File: config.mk
export PLATFORM = sky130hd
export DESIGN_NAME = signed_decimal_digit_writer_core
export DESIGN_NICKNAME = d
export VERILOG_FILES = /design/src/sddw_pkg.sv /design/src/signed_decimal_digit_writer_core.sv /design/src/sddw_conv.sv /design/src/sddw_emit.sv
export SDC_FILE = /design/constraint.sdc
export NUM_CORES = 1
export LEC_CHECK = 0
export BUFFER_PORTS_ARGS = -buffer_cell sky130_fd_sc_hd__buf_4
export CAP_MARGIN = 0
export CORE_UTILIZATION = 60
export CTS_CLUSTER_SIZE = 20
export DETAILED_ROUTE_END_ITERATION = 10
export GPL_ROUTABILITY_DRIVEN = 0
export PLACE_DENSITY = 0.79
export RECOVER_POWER = 50
export SYNTH_ARGS = -nofsm -noshare
export SYNTH_HDL_FRONTEND = slang
export SYNTH_SLANG_ARGS = --single-unit
File: constraint.sdc
create_clock -name clk -period 9.9 [get_ports clk]
set_clock_uncertainty 0.2 [all_clocks]
set_input_delay 1.485 -clock clk [delete_from_list [all_inputs] [get_ports clk]]
set_output_delay 1.485 -clock clk [all_outputs]
set_load 0.01 [all_outputs]
File: src/sddw_pkg.sv
// shared types and constants of the signed decimal digit writer
// used by the converter, the emitter and the top level

package sddw_pkg;

  localparam int VALUE_W       = 32;
  localparam int BCD_DIGITS    = 10;
  localparam int BCD_W         = 4 * BCD_DIGITS;
  localparam int POS_W         = 4;
  localparam int SPOS_W        = 6;
  localparam int DEC_W         = 3;
  localparam int SYM_W         = 8;
  localparam int MAX_RESULTS   = 8;
  localparam int CNT_W         = $clog2(MAX_RESULTS + 1);
  localparam int SHIFT_CNT_W   = $clog2(VALUE_W);
  localparam int FIRST_POS_DEF = 1;
  localparam int LAST_POS_DEF  = 8;
  localparam logic [SYM_W-1:0] MINUS_CODE_RST = 8'd16;

  typedef struct packed {
    logic [BCD_W-1:0] bcd;
    logic             neg;
    logic [POS_W-1:0] units;
    logic [DEC_W-1:0] decs;
    logic             bad;
  } sddw_job_t;

  typedef struct packed {
    logic             write_valid;
    logic [POS_W-1:0] digit_position;
    logic [SYM_W-1:0] symbol;
    logic             status;
    logic             last;
  } sddw_res_t;

endpackage

File: src/signed_decimal_digit_writer_core.sv
// top level of the signed decimal digit writer: converter, emitter, minus code register
// depends on sddw_pkg, sddw_conv, sddw_emit
//
// channel | dir | transaction                   | payload
// in_     | in  | in_tvalid & in_tready         | in_tdata: value, units_position, decimals
// out_    | out | out_tvalid & out_tready       | out_tdata, out_tuser, out_tlast
// cfg_    | in  | cfg_valid & cfg_ready         | cfg_data: minus_code
//
// an item passes through the bit-serial bcd converter one value bit at a time;
// its results come from an output register, one per cycle while out_tready is high,
// 1 to 8 per item.
// the converter takes a new item once the previous one is handed off, while its emission overlaps;
// out_tready low holds the output register and, if the emitter is still busy at the next
// handoff, the converter and in_tready.
// a bad position skips conversion and gives its single result.
// rst_n clears control state and sets minus_code to 16.

module signed_decimal_digit_writer_core #(
  parameter int FIRST_POS = sddw_pkg::FIRST_POS_DEF,
  parameter int LAST_POS  = sddw_pkg::LAST_POS_DEF
) (
  input  logic        clk,
  input  logic        rst_n,
  input  logic        in_tvalid,
  output logic        in_tready,
  input  logic [39:0] in_tdata,   // value[31:0], units_position[35:32], decimals[38:36]
  output logic        out_tvalid,
  input  logic        out_tready,
  output logic [15:0] out_tdata,  // digit_position[3:0], symbol[11:4], status[12]
  output logic        out_tuser,  // write_valid
  output logic        out_tlast,
  input  logic        cfg_valid,
  output logic        cfg_ready,
  input  logic [7:0]  cfg_data    // minus_code
);

  logic [sddw_pkg::SYM_W-1:0] minus_code_r;
  logic                       job_valid;
  logic                       job_ready;
  sddw_pkg::sddw_job_t        job;
  sddw_pkg::sddw_res_t        res;

  assign cfg_ready = 1'b1;

  always_ff @(posedge clk) begin
    if (!rst_n) begin
      minus_code_r <= sddw_pkg::MINUS_CODE_RST;
    end else if (cfg_valid) begin
      minus_code_r <= cfg_data;
    end
  end

  sddw_conv #(
    .FIRST_POS(FIRST_POS),
    .LAST_POS (LAST_POS)
  ) u_conv (
    .clk      (clk),
    .rst_n    (rst_n),
    .in_valid (in_tvalid),
    .in_ready (in_tready),
    .in_value (in_tdata[31:0]),
    .in_units (in_tdata[35:32]),
    .in_decs  (in_tdata[38:36]),
    .job_valid(job_valid),
    .job_ready(job_ready),
    .job      (job)
  );

  sddw_emit #(
    .FIRST_POS(FIRST_POS)
  ) u_emit (
    .clk       (clk),
    .rst_n     (rst_n),
    .job_valid (job_valid),
    .job_ready (job_ready),
    .job       (job),
    .minus_code(minus_code_r),
    .res_valid (out_tvalid),
    .res_ready (out_tready),
    .res       (res)
  );

  assign out_tdata = {3'b000, res.status, res.symbol, res.digit_position};
  assign out_tuser = res.write_valid;
  assign out_tlast = res.last;

  a_nowrite_single: assert property (@(posedge clk) disable iff (!rst_n)
    out_tvalid && !out_tuser |-> out_tlast && out_tdata[12])
    else $error("bad position result not a single failing transaction");

  a_status_on_last: assert property (@(posedge clk) disable iff (!rst_n)
    out_tvalid && !out_tlast |-> !out_tdata[12])
    else $error("status set before the last result");

  a_digit_range: assert property (@(posedge clk) disable iff (!rst_n)
    out_tvalid && out_tuser && !out_tlast |-> out_tdata[11:4] <= 8'd9)
    else $error("non-final result is not a decimal digit");

endmodule

File: src/sddw_conv.sv
// bit-serial binary to bcd converter (shift and add-3), one bit per cycle
// depends on sddw_pkg

module sddw_conv #(
  parameter int FIRST_POS = sddw_pkg::FIRST_POS_DEF,
  parameter int LAST_POS  = sddw_pkg::LAST_POS_DEF
) (
  input  logic                           clk,
  input  logic                           rst_n,
  input  logic                           in_valid,
  output logic                           in_ready,
  input  logic [sddw_pkg::VALUE_W-1:0]   in_value,
  input  logic [sddw_pkg::POS_W-1:0]     in_units,
  input  logic [sddw_pkg::DEC_W-1:0]     in_decs,
  output logic                           job_valid,
  input  logic                           job_ready,
  output sddw_pkg::sddw_job_t            job
);

  localparam logic [1:0] CV_IDLE = 2'd0;
  localparam logic [1:0] CV_RUN  = 2'd1;
  localparam logic [1:0] CV_DONE = 2'd2;
  localparam logic [sddw_pkg::SHIFT_CNT_W-1:0] LAST_SHIFT =
    sddw_pkg::SHIFT_CNT_W'(sddw_pkg::VALUE_W - 1);
  localparam logic [sddw_pkg::POS_W-1:0] FIRST_U = sddw_pkg::POS_W'(FIRST_POS);
  localparam logic [sddw_pkg::POS_W-1:0] LAST_U  = sddw_pkg::POS_W'(LAST_POS);

  logic [1:0]                          state_r, state_nxt;
  logic [sddw_pkg::SHIFT_CNT_W-1:0]    cnt_r, cnt_nxt;
  logic [sddw_pkg::VALUE_W-1:0]        bin_r, bin_nxt;
  logic [sddw_pkg::BCD_W-1:0]          bcd_r, bcd_nxt;
  logic [sddw_pkg::BCD_W-1:0]          bcd_adj;
  logic                                neg_r, neg_nxt;
  logic [sddw_pkg::POS_W-1:0]          units_r, units_nxt;
  logic [sddw_pkg::DEC_W-1:0]          decs_r, decs_nxt;
  logic                                bad_r, bad_nxt;
  logic                                in_bad;

  assign in_ready  = (state_r == CV_IDLE);
  assign job_valid = (state_r == CV_DONE);
  assign in_bad    = (in_units < FIRST_U) || (in_units > LAST_U);

  always_comb begin
    for (int i = 0; i < sddw_pkg::BCD_DIGITS; i++) begin
      if (bcd_r[4*i +: 4] >= 4'd5) begin
        bcd_adj[4*i +: 4] = bcd_r[4*i +: 4] + 4'd3;
      end else begin
        bcd_adj[4*i +: 4] = bcd_r[4*i +: 4];
      end
    end
  end

  always_comb begin
    state_nxt = state_r;
    cnt_nxt   = cnt_r;
    bin_nxt   = bin_r;
    bcd_nxt   = bcd_r;
    neg_nxt   = neg_r;
    units_nxt = units_r;
    decs_nxt  = decs_r;
    bad_nxt   = bad_r;
    unique case (state_r)
      CV_IDLE: begin
        if (in_valid) begin
          neg_nxt   = in_value[sddw_pkg::VALUE_W-1];
          bin_nxt   = in_value[sddw_pkg::VALUE_W-1] ? (~in_value + 1'b1) : in_value;
          bcd_nxt   = '0;
          cnt_nxt   = '0;
          units_nxt = in_units;
          decs_nxt  = in_decs;
          bad_nxt   = in_bad;
          state_nxt = in_bad ? CV_DONE : CV_RUN;
        end
      end
      CV_RUN: begin
        bcd_nxt = {bcd_adj[sddw_pkg::BCD_W-2:0], bin_r[sddw_pkg::VALUE_W-1]};
        bin_nxt = {bin_r[sddw_pkg::VALUE_W-2:0], 1'b0};
        cnt_nxt = cnt_r + 1'b1;
        if (cnt_r == LAST_SHIFT) begin
          state_nxt = CV_DONE;
        end
      end
      CV_DONE: begin
        if (job_ready) begin
          state_nxt = CV_IDLE;
        end
      end
      default: state_nxt = CV_IDLE;
    endcase
  end

  always_ff @(posedge clk) begin
    if (!rst_n) begin
      state_r <= CV_IDLE;
    end else begin
      state_r <= state_nxt;
    end
    cnt_r   <= cnt_nxt;
    bin_r   <= bin_nxt;
    bcd_r   <= bcd_nxt;
    neg_r   <= neg_nxt;
    units_r <= units_nxt;
    decs_r  <= decs_nxt;
    bad_r   <= bad_nxt;
  end

  assign job.bcd   = bcd_r;
  assign job.neg   = neg_r;
  assign job.units = units_r;
  assign job.decs  = decs_r;
  assign job.bad   = bad_r;

endmodule

File: src/sddw_emit.sv
// digit emitter: shifts out one bcd digit per result, places the minus sign, answers a bad position with one result
// depends on sddw_pkg

module sddw_emit #(
  parameter int FIRST_POS = sddw_pkg::FIRST_POS_DEF
) (
  input  logic                         clk,
  input  logic                         rst_n,
  input  logic                         job_valid,
  output logic                         job_ready,
  input  sddw_pkg::sddw_job_t          job,
  input  logic [sddw_pkg::SYM_W-1:0]   minus_code,
  output logic                         res_valid,
  input  logic                         res_ready,
  output sddw_pkg::sddw_res_t          res
);

  localparam logic [1:0] EM_IDLE  = 2'd0;
  localparam logic [1:0] EM_DIGIT = 2'd1;
  localparam logic [1:0] EM_MINUS = 2'd2;
  localparam logic [1:0] EM_BAD   = 2'd3;
  localparam logic signed [sddw_pkg::SPOS_W-1:0] FIRST_S =
    sddw_pkg::SPOS_W'(FIRST_POS);
  localparam logic [sddw_pkg::CNT_W-1:0] MAX_N = sddw_pkg::CNT_W'(sddw_pkg::MAX_RESULTS);

  logic [1:0]                             state_r, state_nxt;
  logic [sddw_pkg::BCD_W-1:0]             dig_r, dig_nxt;
  logic signed [sddw_pkg::SPOS_W-1:0]     pos_r, pos_nxt;
  logic signed [sddw_pkg::SPOS_W-1:0]     mpos_r, mpos_nxt;
  logic signed [sddw_pkg::SPOS_W-1:0]     limit_r, limit_nxt;
  logic [sddw_pkg::CNT_W-1:0]             n_r, n_nxt;
  logic                                   neg_r, neg_nxt;
  logic                                   st_r, st_nxt;
  logic                                   res_valid_r, res_valid_nxt;
  sddw_pkg::sddw_res_t                    res_r, res_nxt;

  logic                                   load;
  logic                                   rest_nz;
  logic signed [sddw_pkg::SPOS_W-1:0]     pos_a;
  logic signed [sddw_pkg::SPOS_W-1:0]     mpos;
  logic [sddw_pkg::CNT_W-1:0]             n_a;
  logic                                   cont;
  logic                                   minus_go;
  logic                                   fin;

  assign load      = !res_valid_r || res_ready;
  assign job_ready = (state_r == EM_IDLE);
  assign res_valid = res_valid_r;
  assign res       = res_r;

  assign rest_nz  = |dig_r[sddw_pkg::BCD_W-1:4];
  assign pos_a    = pos_r - 1'b1;
  assign n_a      = n_r + 1'b1;
  assign cont     = rest_nz && (pos_a >= FIRST_S) && (n_a < MAX_N);
  assign mpos     = (pos_a >= limit_r) ? (limit_r - 1'b1) : pos_a;
  assign minus_go = neg_r && (n_a < MAX_N) && (mpos > FIRST_S);
  assign fin      = !cont && !minus_go;

  always_comb begin
    state_nxt     = state_r;
    dig_nxt       = dig_r;
    pos_nxt       = pos_r;
    mpos_nxt      = mpos_r;
    limit_nxt     = limit_r;
    n_nxt         = n_r;
    neg_nxt       = neg_r;
    st_nxt        = st_r;
    res_nxt       = res_r;
    res_valid_nxt = res_valid_r && !res_ready;
    unique case (state_r)
      EM_IDLE: begin
        if (job_valid) begin
          dig_nxt   = job.bcd;
          pos_nxt   = $signed({2'b00, job.units});
          limit_nxt = $signed({2'b00, job.units}) - $signed({3'b000, job.decs});
          n_nxt     = '0;
          neg_nxt   = job.neg;
          st_nxt    = 1'b0;
          state_nxt = job.bad ? EM_BAD : EM_DIGIT;
        end
      end
      EM_DIGIT: begin
        if (load) begin
          res_valid_nxt          = 1'b1;
          res_nxt.write_valid    = 1'b1;
          res_nxt.digit_position = pos_r[sddw_pkg::POS_W-1:0];
          res_nxt.symbol         = {4'b0000, dig_r[3:0]};
          res_nxt.status         = fin && rest_nz;
          res_nxt.last           = fin;
          dig_nxt  = {4'b0000, dig_r[sddw_pkg::BCD_W-1:4]};
          pos_nxt  = pos_a;
          n_nxt    = n_a;
          mpos_nxt = mpos;
          st_nxt   = rest_nz;
          if (cont) begin
            state_nxt = EM_DIGIT;
          end else if (minus_go) begin
            state_nxt = EM_MINUS;
          end else begin
            state_nxt = EM_IDLE;
          end
        end
      end
      EM_MINUS: begin
        if (load) begin
          res_valid_nxt          = 1'b1;
          res_nxt.write_valid    = 1'b1;
          res_nxt.digit_position = mpos_r[sddw_pkg::POS_W-1:0];
          res_nxt.symbol         = minus_code;
          res_nxt.status         = st_r;
          res_nxt.last           = 1'b1;
          state_nxt              = EM_IDLE;
        end
      end
      EM_BAD: begin
        if (load) begin
          res_valid_nxt          = 1'b1;
          res_nxt.write_valid    = 1'b0;
          res_nxt.digit_position = '0;
          res_nxt.symbol         = '0;
          res_nxt.status         = 1'b1;
          res_nxt.last           = 1'b1;
          state_nxt              = EM_IDLE;
        end
      end
      default: state_nxt = EM_IDLE;
    endcase
  end

  always_ff @(posedge clk) begin
    if (!rst_n) begin
      state_r     <= EM_IDLE;
      res_valid_r <= 1'b0;
    end else begin
      state_r     <= state_nxt;
      res_valid_r <= res_valid_nxt;
    end
    dig_r   <= dig_nxt;
    pos_r   <= pos_nxt;
    mpos_r  <= mpos_nxt;
    limit_r <= limit_nxt;
    n_r     <= n_nxt;
    neg_r   <= neg_nxt;
    st_r    <= st_nxt;
    res_r   <= res_nxt;
  end

endmodule
=== Yosys cells after proc, flatten, opt, wreduce, memory -nomap -nowiden ===
Cells that the tools add are included.

* Register bits after elaboration: 176
* Input bits: 53
* Output and inout port bits: 21
* Logic and storage cells: 147

* Add/subtract/negate cells: 16
* $lt $le $gt $ge: 16
* Equality and inequality tests: 14
* Muxes and demuxes: 48
* Bitwise operators: 1
* Reduce and logical (&&, ||, !) cells: 29

{| class="wikitable"
|+ Operators with widths
! operator !! count
|-
| $pmux W40 S2 || 2
|-
| $mux W40 || 3
|-
| $mux W32 || 2
|-
| $pmux W32 S2 || 1
|-
| $mux W15 || 3
|-
| $pmux W15 S3 || 1
|-
| $mux W4 || 11
|-
| $ge A4 B3 Y1 const B || 10
|-
| $add A4 B2 Y4 const B || 9
|-
| $reduce_or A36 Y1 || 1
|-
| $add A32 B1 Y32 const B || 1
|-
| $not A32 Y32 || 1
|-
| $mux W2 || 10
|-
| $mux W6 || 3
|-
| $ne A2 B1 Y1 const B || 6
|-
| $pmux W2 S3 || 2
|-
| $pmux W6 S2 || 1
|-
| $sub A6 B1 Y6 const B || 2
|-
| $pmux W5 S2 || 1
|-
| $reduce_and A3 Y1 || 3
|-
| $pmux W4 S2 || 1
|-
| $reduce_and A2 Y1 || 4
|-
| $logic_and A1 B1 Y1 || 7
|-
| $eq A2 B2 Y1 const B || 3
|-
| 25 further kinds || 36
|}

=== Longest topological paths before layout ===
Gate-level depths: netlist of the first run.

* Depth after elaboration: 10
* Depth in mapped cells: 11
* Gate-level depth less buffers: 10

=== Modules after synthesis ===
From an unflattened synthesis of the first run, not the netlist that was laid out.

* Cell total of the unflattened synthesis: 870
* Area, all modules: 9155.0 sq um

{| class="wikitable"
|+ By module, submodules not included
! module !! times used !! cells each !! area an instance (sq um) !! sequential area each (sq um)
|-
| sddw_conv || 1 || 473 || 4951.0 || 2622.5
|-
| sddw_emit || 1 || 366 || 3867.5 || 2342.2
|-
| signed_decimal_digit_writer_core || 1 || 31 || 336.6 || 160.2
|}

=== Worst setup path before layout of the first run ===
Ideal clock, no wire load.

* Path type: input to register
* Start: input in_tvalid
* End: register u_conv.bcd_r[0] (netlist bit), enable pin
* Library setup time: 0.513 ns
* Arrival: 4.740 ns
* Data required time: 9.187 ns
* Path slack: 4.447 ns
* Cell stages on the path: 2
* Path buffers: 0
* Cell sequence: nor2_1 > nor2_1

* Word-level cells in the longest chain between the ends: 2

{| class="wikitable"
|+ RTL lines
! element !! line !! text
|-
| start, declared || signed_decimal_digit_writer_core.sv:24 || <nowiki>input logic in_tvalid,</nowiki>
|-
| $ne A2 B2 Y1 (no line) || - ||
|-
| $reduce_and A2 Y1 (no line) || - ||
|-
| end signal, assigned || sddw_conv.sv:100 || <nowiki>bcd_r <= bcd_nxt;</nowiki>
|-
| end, declared || sddw_conv.sv:31 || <nowiki>logic [sddw_pkg::BCD_W-1:0] bcd_r, bcd_nxt;</nowiki>
|}

Every way passes these cells.
A chain may end at the register's enable or synchronous reset.

=== Final worst setup path of the first run ===
* Start: register u_conv.state_r[0]
* End: register u_conv.bin_r[1] (netlist bit) (data pin)

* Word-level cells in the longest chain between the ends: 2
* Elaborated cells between the ends (all ways): 3
* Those cells by class: 1 x eq/ne; 1 x mux; 1 x reduce/logical

{| class="wikitable"
|+ RTL lines
! element !! line !! text
|-
| start, declared || sddw_conv.sv:28 || <nowiki>logic [1:0] state_r, state_nxt;</nowiki>
|-
| start signal, assigned || sddw_conv.sv:96 || <nowiki>state_r <= state_nxt;</nowiki>
|-
| $eq A2 B1 Y1 or $logic_not A2 Y1 (tied branches) || sddw_conv.sv:62 || <nowiki>unique case (state_r)</nowiki>
|-
| $pmux W32 S2 (*) || sddw_conv.sv:62 ||
|-
| via u_conv.bin_nxt (one bit) || sddw_conv.sv:30 || <nowiki>logic [sddw_pkg::VALUE_W-1:0] bin_r, bin_nxt;</nowiki>
|-
| end signal, assigned || sddw_conv.sv:99 || <nowiki>bin_r <= bin_nxt;</nowiki>
|-
| end, declared || sddw_conv.sv:30 ||
|}

Mark *: on every way through the listed nets, which the timed path passes. The rest lies on a longest branch.

==> out/qor.yml, run 1 <==
outcome:
  status: "complete, but fails checks"
  violations: "design-rule violations, max-capacitance violations, max-slew violations"
logic_synthesis:
  syn-cell-area_um2: 9050
  synth_top_area_cell: "edfxtp_1"
  synth_top_area_share_pct: 53.7
  syn_inst: 788
  synth_edf_count: 162
  synth_warnings: 0
  seq_area_frac_synth_pct: 56.6
  ys_ff_latch: 175
  synth_cell_types: 59
  async_reset_ff_share_pct: 0
  avgSynthCellArea_um2: 11.5
  synth_ff_type: "edfxtp_1"
  ys_top_cells_by_area: "edfxtp_1 54%, ha_1 5.1%, mux2_2 4.5%, xor2_1 4.1%, nand2_1 2.9%"
sta:
  slew_violations: 166
  hold_viol: 0
  tightestPinTransition_ps: 3420
  slew-limit-headroom_pct: -128
  timing.final.crit_share_pct: 42.2
  hold_slack_ps: 244
  max_freq_mhz: 239
  period_needed_ps: 4180
  fin_tns_setup_ps: 0
  final-setup-viol-count: 0
  rsz0062_at_grt: "no"
clock_network:
  cts_buffer_depth: 2
  cts_root_buf: "clkbuf_16"
  clkTransAtPathRegs_ps: 60
  clock_sinks: 175
  cts_tree: "built"
  ctsResizeCount: 0
  cts_buffers: 17
  cts-hold-fix-buffers: 0
  ctsHtreeMaxLevel: 4
  clock_latency_ps: 420
  cts_setup_buffers: 0
power:
  p_clk_share_pct: 30.0
  p_comb_share_pct: 21.4
  ir_drop_mv: 0.145
  total_power_mw: 2.25
  leakage_nw: 3.77
  p_switching_mw: 0.636
  p_int_mw: 1.62
  power_frac_seq_pct: 48.6
  powerDensity_nw_per_um2: 221
  switching_share_pct: 28.2
critical_path:
  cp.required_ps: 9720
  endpoint_kind: "register"
  path_max_fanout: 62
  crit_path_start_kind: "register"
  worstSetupPathType: "reg -> reg"
  critPathArrivalTime_ps: 3990
detailed_routing:
  wl_met1_mm: 7.42
  viasPerCell: 5.76
  met3_wirelength_um: 782
  postRouteWirelength_mm: 16.7
  top_layer_used: "met4"
  ant_nets: 0
  route.detailed.drc: 17
  drt_iter0_drc: 484
  post_drt_wl_per_cell_um: 16.0
  firstDrtPassIters: 8
  met2_length_mm: 8.18
  num_vias: 6006
placement:
  dpl-instance-area_um2: 9710
  portBuffers: 68
  dp.cells: 1011
  place_hpwl_mm: 11.3
min_path:
  hp-class: "reg -> reg"
final_layout:
  final_area_um2: 10200
  final_nets: 937
  drive_above_1_share_pct: 13.7
  fillers: 1031
  antenna_cells: 0
  final_cells: 1043
  syn2layout_area_growth_pct: 12.4
floorplanning:
  pin_count: 74
  die_w_um: 125
  fp.dieH_um: 125
  start_util_pct: 61.8
  row_count: 44
  die_area_um2: 15600
  core_area_um2: 14600
grt:
  grtUsageTotal_pct: 22.5
  antenna_found_initial: 0
  grt-ovfl-total: 0
  grt_pass1_wl_mm: 28.1
  grt_max_degree: 78
  grt_pass1_vias: 6005
run:
  max_cap_viol_count: 3
[layout by cell type (no fill, tap or decap), types with 4 or more instances in the layout]
| master | instances |
|---|---|
| a21oi_1 | 43 |
| and2_0 | 8 |
| buf_4 | 43 |
| bufinv_16 | 4 |
| clkbuf_1 | 30 |
| clkbuf_16 | 17 |
| clkbuf_4 | 6 |
| clkinv_1 | 4 |
| conb_1 | 4 |
| dfxtp_1 | 13 |
| edfxtp_1 | 162 |
| ha_1 | 37 |
| inv_1 | 42 |
| mux2_2 | 36 |
| mux2i_1 | 10 |
| nand2_1 | 71 |
| nand2b_1 | 15 |
| nor2_1 | 69 |
| nor2b_1 | 14 |
| nor3_1 | 21 |
| nor4_1 | 9 |
| o21ai_0 | 45 |
| o21ai_1 | 7 |
| o2bb2ai_1 | 4 |
| o31ai_1 | 14 |
| o41ai_1 | 5 |
| or3_1 | 10 |
| xnor2_1 | 18 |
| xor2_1 | 42 |
[worst paths after layout]
kind | start | slack, ps | depth (start not counted) | to
max | u_conv.state_r[0] | 5720 | 2 | u_conv.bin_r[1]
min | u_conv.neg_r | 240 | 0 | u_emit.neg_r
max reg2reg | u_conv.state_r[0] | 5720 | 2 | u_conv.bin_r[1]
min reg2reg | u_conv.neg_r | 240 | 0 | u_emit.neg_r
[layer usage]
| layer | track usage, % | vias up |
|---|---|---|
| met5 | 0 | - |
| met4 | 8.11 | 0 |
| met1 | 29.1 | 2863 |
| met2 | 38.1 | 166 |
| li1 | - | 2947 |
| met3 | 4.12 | 30 |
[critical path, stage by stage (launching register included)]
cell	delay [ps]
dfxtp_1	490
nor2b_1	2580
o21ai_0	490
[layout make-up]
class	count	area, um^2	area share, %
Clock inverter	9	140	1.38
Sequential cell	175	5120	50.3
Clock buffer	23	448	4.40
Tap cell	184	230	2.26
Timing Repair Buffer	73	458	4.50
Inverter	42	158	1.55
Multi-Input combinational cell	537	3620	35.6
[registers in the layout, summed over array words and instances, names as in the netlist]
signal	count
u_conv.units_r	4
u_emit.res_valid	1
u_emit.mpos_r	4
u_emit.pos_r	6
minus_code_r	8
u_emit.state_r	2
u_conv.neg_r	1
u_emit.dig_r	40
u_emit.st_r	1
u_conv.decs_r	3
u_conv.bcd_r	40
u_conv.state_r	2
u_emit.neg_r	1
u_emit.res	15
u_conv.bin_r	32
u_emit.n_r	4
u_emit.limit_r	5
u_conv.cnt_r	5
u_conv.bad_r	1
[power by group through the flow]
stage          combinational, mW  sequential (mW)  clock, mW
2_1_floorplan              0.349             1.09          0
3_3_place_gp               0.467             1.10          0
3_5_place_dp               0.496             1.11          0
4_1_cts                    0.503             1.09      0.682
5_1_grt                    0.540             1.11      0.711
6_report                   0.482             1.10      0.677
[metrics by stage]
stage	setup WS, ps	util, %
finish	5720	69.5
CTS	6260	70.3
floorplan	4450	-
global route	5260	69.5
detailed placement	5810	66.3
global placement	5860	66.3
[Yosys cell counts (all sizes together), types with 14 or more instances]
library cell	n
nand2b	15
nor2	70
clkbuf	28
xor2	42
nor3	21
o31ai	14
mux2	36
nand2	71
o21ai	52
a21oi	43
xnor2	18
ha	37
inv	42
edfxtp	162
nor2b	14
[cells by family after synthesis]
logic type | Yosys count | synth area share [%]
compound gates | 141 | 9.59
fa+ha+maj | 39 | 5.44
other cells | 2 | 0.0829
flops | 175 | 56.6
simple gates | 247 | 13.3
xor+xnor | 60 | 5.80
mux | 46 | 5.58
buf+inv | 78 | 3.58
Power figures use the tool's default switching activity.
==> inputs of run 2 (changes only) <==
- CORE_UTILIZATION: 60 -> 54
- PLACE_DENSITY: 0.79 -> 0.75
- clock period: 9.9 -> 3.7 ns (I/O delays scaled with it)
==> run 2 against run 1 <==
Effect of this change:
- the run ends with max-capacitance violations, max-slew violations left
- via count shrank 0.62%
- routed wire length grew 0.86%
- design area grew 1.5%
- maximum frequency up 30%
- non-clock buffer count is 3 higher
- first-iteration DRC count fell by 18%
- die area grew 11%
- clock-buffer cell count fell by 6
==> out/qor.yml, run 2 (synthesis gave the netlist of run 1 again) <==
outcome:
  status: "complete, but fails checks"
  violations: "max-capacitance violations, max-slew violations"
power:
  total_power_mw: 6.16
  leakage_nw: 3.81
  powerDensity_nw_per_um2: 596
  ir_drop_mv: 0.408
detailed_routing:
  route.detailed.drc: 0
  viasPerCell: 5.54
  ant_nets: 0
  post_drt_wl_per_cell_um: 15.6
  num_vias: 5969
  firstDrtPassIters: 5
  postRouteWirelength_mm: 16.8
  drt_iter0_drc: 398
sta:
  slew_violations: 126
  rsz0062_at_grt: "no"
  slew-limit-headroom_pct: -38.7
  fin_tns_setup_ps: 0
  final-setup-viol-count: 0
  tightestPinTransition_ps: 2080
  hold_viol: 0
  timing.final.crit_share_pct: 86.7
  period_needed_ps: 3210
  finalWorstSetupSlack_ps: 493
  max_freq_mhz: 312
clock_network:
  clock_latency_ps: 430
  ctsResizeCount: 0
  clkTransAtPathRegs_ps: 60
  cts_buffer_depth: 2
  cts_buffers: 17
  cts_tree: "built"
  clock_sinks: 175
  cts_root_buf: "clkbuf_16"
  cts_setup_buffers: 0
  cts-hold-fix-buffers: 0
  ctsHtreeMaxLevel: 4
final_layout:
  layout_common_cells: "162 x edfxtp_1, 70 x nand2_1, 69 x nor2_1"
  antenna_cells: 0
  fillers: 1235
  reg_top3: "u_conv.bcd_r x40, u_emit.dig_r x40, u_conv.bin_r x32"
  syn2layout_area_growth_pct: 14.1
  regArea_um2: 5120
  final_nets: 940
  final_common_cell: "edfxtp_1"
  drive_above_1_share_pct: 15.8
  multiInputGateArea_um2: 3640
min_path:
  hp-class: "in -> reg"
grt:
  grt_pass1_wl_mm: 28.5
  antenna_found_initial: 0
  grt_pass1_vias: 5955
  grt_max_degree: 78
  grtUsageTotal_pct: 20.5
  grt-ovfl-total: 0
floorplanning:
  die_w_um: 131
  row_count: 46
  die_area_um2: 17300
  start_util_pct: 56.2
  pin_count: 74
  fp.dieH_um: 131
  core_area_um2: 16100
run:
  max_cap_viol_count: 2
critical_path:
  path_max_fanout: 9
  endpoint_kind: "register"
  critPathArrivalTime_ps: 3180
  cp.required_ps: 3670
  path_cells: "inv_1 -> ha_1 -> xnor2_1 -> inv_1 -> ha_1 -> and4_1 -> o21ai_0 -> a41oi_1 -> mux2i_1 -> o211ai_1"
  worstSetupPathType: "reg -> reg"
  crit_slowest_cell: "edfxtp_1"
  cpPeakStageDelay_ps: 520
  crit_path_start_kind: "register"
placement:
  pre_cts_ws_ps: 558
  portBuffers: 68
  place_hpwl_mm: 11.6
run 2: cell types whose count changed in the layout (fill, tap and decap cells not counted), moves of 2 or more:
cell and change:
clkbuf_1 -8, inv_6 +4, and2_1 +7, clkinvlp_4 +5, clkinv_1 -4, buf_4 +4, clkinv_4 +2, and2_0 -7
run 2: worst paths after layout:
check | from | endpoint | slack (ps) | cells after the start
setup / recovery | u_emit.pos_r[0] | u_emit.res[1] | 490 | 10
hold / removal | in_tdata[37] | u_conv.decs_r[1] | 120 | 1
setup reg to reg | u_emit.pos_r[0] | u_emit.res[1] | 490 | 10
hold reg to reg | u_conv.neg_r | u_emit.neg_r | 260 | 0
run 2: power breakdown:
part / leakage, nW / total, mW / switching, mW / internal, mW
clock network: 0.293 / 1.92 / 0.776 / 1.14
registers: 1.68 / 2.94 / 0.243 / 2.70
logic: 1.84 / 1.30 / 0.774 / 0.530
run 2: cell type report:
| type | instances | area share, % |
|---|---|---|
| multi-input combinational | 537 | 35.3 |
| inverter | 42 | 1.53 |
| clock buffer | 17 | 4.12 |
| timing repair buffer | 76 | 4.82 |
| clock inverter | 15 | 2.03 |
| tap | 216 | 2.62 |
| sequential | 175 | 49.6 |
run 2: worst max-delay path: cells and delay by family (launching register included):
| family | cells | cell delay, ps |
|---|---|---|
| AOI/OAI and AO/OA | 3 | 610 |
| adders and majority gates | 2 | 590 |
| DFF | 1 | 520 |
| xor gates and xnor gates | 1 | 270 |
| buffers and inverters | 2 | 250 |
| and+or+nand+nor | 1 | 170 |
| muxes | 1 | 320 |
run 2: routing by layer:
layer | vias up | global-route usage, % | wire, um
li1 | 2953 | - | -
met1 | 2839 | 26.1 | 7620
met2 | 155 | 34.9 | 8280
met3 | 22 | 4.63 | 695
met4 | 0 | 6.27 | 241
met5 | - | 0 | 0
run 2: per-stage QoR:
| stage | hold WS, ps | cells | instance area (um^2) | utilization, % |
|---|---|---|---|---|
| floorplan | 200 | 790 | 9070 | - |
| global placement | 236 | 1046 | 9790 | 60.8 |
| detailed placement | 244 | 1046 | 9790 | 60.8 |
| CTS | 83.2 | 1078 | 10400 | 64.7 |
| global route | 99.8 | 1078 | 10300 | 64.1 |
| finish | 125 | 1078 | 10300 | 64.1 |
==> inputs of run 3 (changes only) <==
- CORE_UTILIZATION: 54 -> 60
- PLACE_DENSITY: 0.75 -> 0.79
- clock period: 3.7 -> 3.25 ns (I/O delays scaled with it)
==> run 3 against run 2 <==
Effect of this change:
- worst hold slack worse by 59 ps
- design area is 1.3% lower
- the run ends with design-rule violations, max-capacitance violations, max-slew violations left
- register-to-register slack worse by 310 ps
- combinational power is 17% higher
- routed wire length is 0.36% lower
- largest power group unchanged
- global-route usage is 2.0 points higher
- sequential power is 13% higher
- non-clock buffer count is 3 higher
==> out/qor.yml, run 3 (synthesis gave the netlist of run 1 again) <==
critical_path:
  crit_path_start_kind: "register"
  endpoint_kind: "register"
  path_max_fanout: 7
  crit_slowest_cell: "edfxtp_1"
  cpPeakStageDelay_ps: 510
  ff2ff_path_depth: 8
  worstSetupPathType: "reg -> reg"
  rr_startpoint: "u_emit.pos_r[2]"
  cp.required_ps: 3180
  rr_endpoint: "u_emit.res[0]"
  cp_num_buf_inv: 0
  cp_common_cell: "o31ai_1"
  reg2reg_slack_ps: 180
  critPathArrivalTime_ps: 2990
  path_cells: "or3_1 -> o31ai_1 -> nand2_1 -> ha_1 -> nor2b_1 -> a41oi_2 -> nor4b_1 -> o31ai_1"
  cp_top_family: "simple AND/OR/NAND/NOR gates"
final_layout:
  layout_common_cells: "162 x edfxtp_1, 71 x nand2_1, 69 x nor2_1"
  reg_top3: "u_conv.bcd_r x40, u_emit.dig_r x40, u_conv.bin_r x32"
  drive_above_1_share_pct: 15.0
  regArea_um2: 5120
  final_nets: 943
  syn2layout_area_growth_pct: 12.6
  final_common_cell: "edfxtp_1"
  final_cells: 1049
  multiInputGateArea_um2: 3640
  final_area_um2: 10200
  antenna_cells: 0
  fillers: 1037
grt:
  grt-ovfl-total: 0
  grt_max_degree: 78
  grtUsageTotal_pct: 22.5
  grt_pass1_vias: 5968
  antenna_found_initial: 0
  grt_pass1_wl_mm: 28.0
sta:
  rsz0062_at_grt: "no"
  slew-limit-headroom_pct: -29.7
  hold_viol: 0
  fin_tns_setup_ps: 0
  timing.final.crit_share_pct: 94.4
  final-setup-viol-count: 0
  max_freq_mhz: 326
  finalWorstSetupSlack_ps: 183
  slew_violations: 78
  tightestPinTransition_ps: 1950
  period_needed_ps: 3070
clock_network:
  clock_latency_ps: 420
  cts_setup_buffers: 0
  cts_tree: "built"
  ctsHtreeMaxLevel: 4
  ctsResizeCount: 0
  cts_buffers: 17
  clkTransAtPathRegs_ps: 60
  cts-hold-fix-buffers: 0
  cts_root_buf: "clkbuf_16"
  cts_buffer_depth: 2
  clock_sinks: 175
power:
  switching_share_pct: 29.2
  p_switching_mw: 1.94
  power_frac_seq_pct: 50.1
  ir_drop_mv: 0.423
  p_int_mw: 4.72
  p_comb_share_pct: 22.8
  p_clk_share_pct: 27.1
  powerDensity_nw_per_um2: 653
  leakage_nw: 3.79
floorplanning:
  die_w_um: 125
  die_area_um2: 15600
  core_area_um2: 14600
  start_util_pct: 61.8
  pin_count: 74
  fp.dieH_um: 125
  row_count: 44
detailed_routing:
  ant_nets: 0
  num_vias: 6018
  firstDrtPassIters: 8
  post_drt_wl_per_cell_um: 16.0
  drt_iter0_drc: 466
  postRouteWirelength_mm: 16.8
  route.detailed.drc: 16
  viasPerCell: 5.74
min_path:
  hold_end: "u_conv.decs_r[2]"
  holdCritStartpoint: "in_tdata[38]"
  hp-class: "in -> reg"
  hold_path_depth: 1
placement:
  portBuffers: 68
  pre_cts_ws_ps: 172
  place_hpwl_mm: 11.6
  dp.cells: 1017
  dpl-instance-area_um2: 9790
run:
  max_cap_viol_count: 1
outcome:
  violations: "design-rule violations, max-capacitance violations, max-slew violations"
  status: "complete, but fails checks"
-- run 3: changes by cell type in the layout (fill, tap and decap cells not counted), sizes merged --
cell      before  now
inv           46   42
clkinvlp       5    1
bufinv         4    1
clkinv         2    9
buf           48   51
clkbuf        45   49
-- run 3: per-layer routing --
metal | share of wire, % | GRT usage [%] | routed length, um | vias up
met4 | 1.7 | 7.32 | 278 | 0
met1 | 44 | 28.5 | 7350 | 2858
li1 | - | - | - | 2959
met3 | 4.8 | 4.77 | 809 | 25
met2 | 50 | 38.8 | 8340 | 176
met5 | 0 | 0 | 0 | -
-- run 3: power by group through the flow --
stage	sequential, mW	clock [mW]	combinational (mW)
2_1_floorplan	3.31	0	1.07
3_3_place_gp	3.34	0	1.48
3_5_place_dp	3.37	0	1.57
4_1_cts	3.33	1.83	1.60
5_1_grt	3.38	1.92	1.69
6_report	3.33	1.81	1.52
-- run 3: final cells by class --
class / instances / area share (%)
Multi-Input combinational cell: 537 / 35.7
Inverter: 42 / 1.55
Tap cell: 184 / 2.26
Clock buffer: 21 / 4.32
Sequential cell: 175 / 50.3
Timing Repair Buffer: 79 / 5.17
Clock inverter: 11 / 0.724
-- run 3: worst max-delay path by stage --
stage | startpoint | to | slack (ps) | cells past startpoint
after floorplan | u_emit.pos_r[3] | u_emit.res[0] | 270 | 8
after global placement | in_tdata[18] | u_conv.bin_r[27] | 230 | 6
after detailed placement | u_emit.pos_r[2] | u_emit.res[1] | 170 | 8
after CTS | u_emit.pos_r[2] | u_emit.res[0] | 170 | 8
after global routing | u_emit.pos_r[2] | u_emit.res[1] | 70 | 8
final | u_emit.pos_r[2] | u_emit.res[0] | 180 | 8
-- run 3: through the flow --
stage	total power, mW	utilization (%)	hold slack, ps
6_report	6.66	69.6	66.1
5_1_grt	7.00	69.6	45.2
4_1_cts	6.75	70.4	30.0
3_5_place_dp	4.94	66.8	228
3_3_place_gp	4.83	66.8	233
2_1_floorplan	4.37	-	200
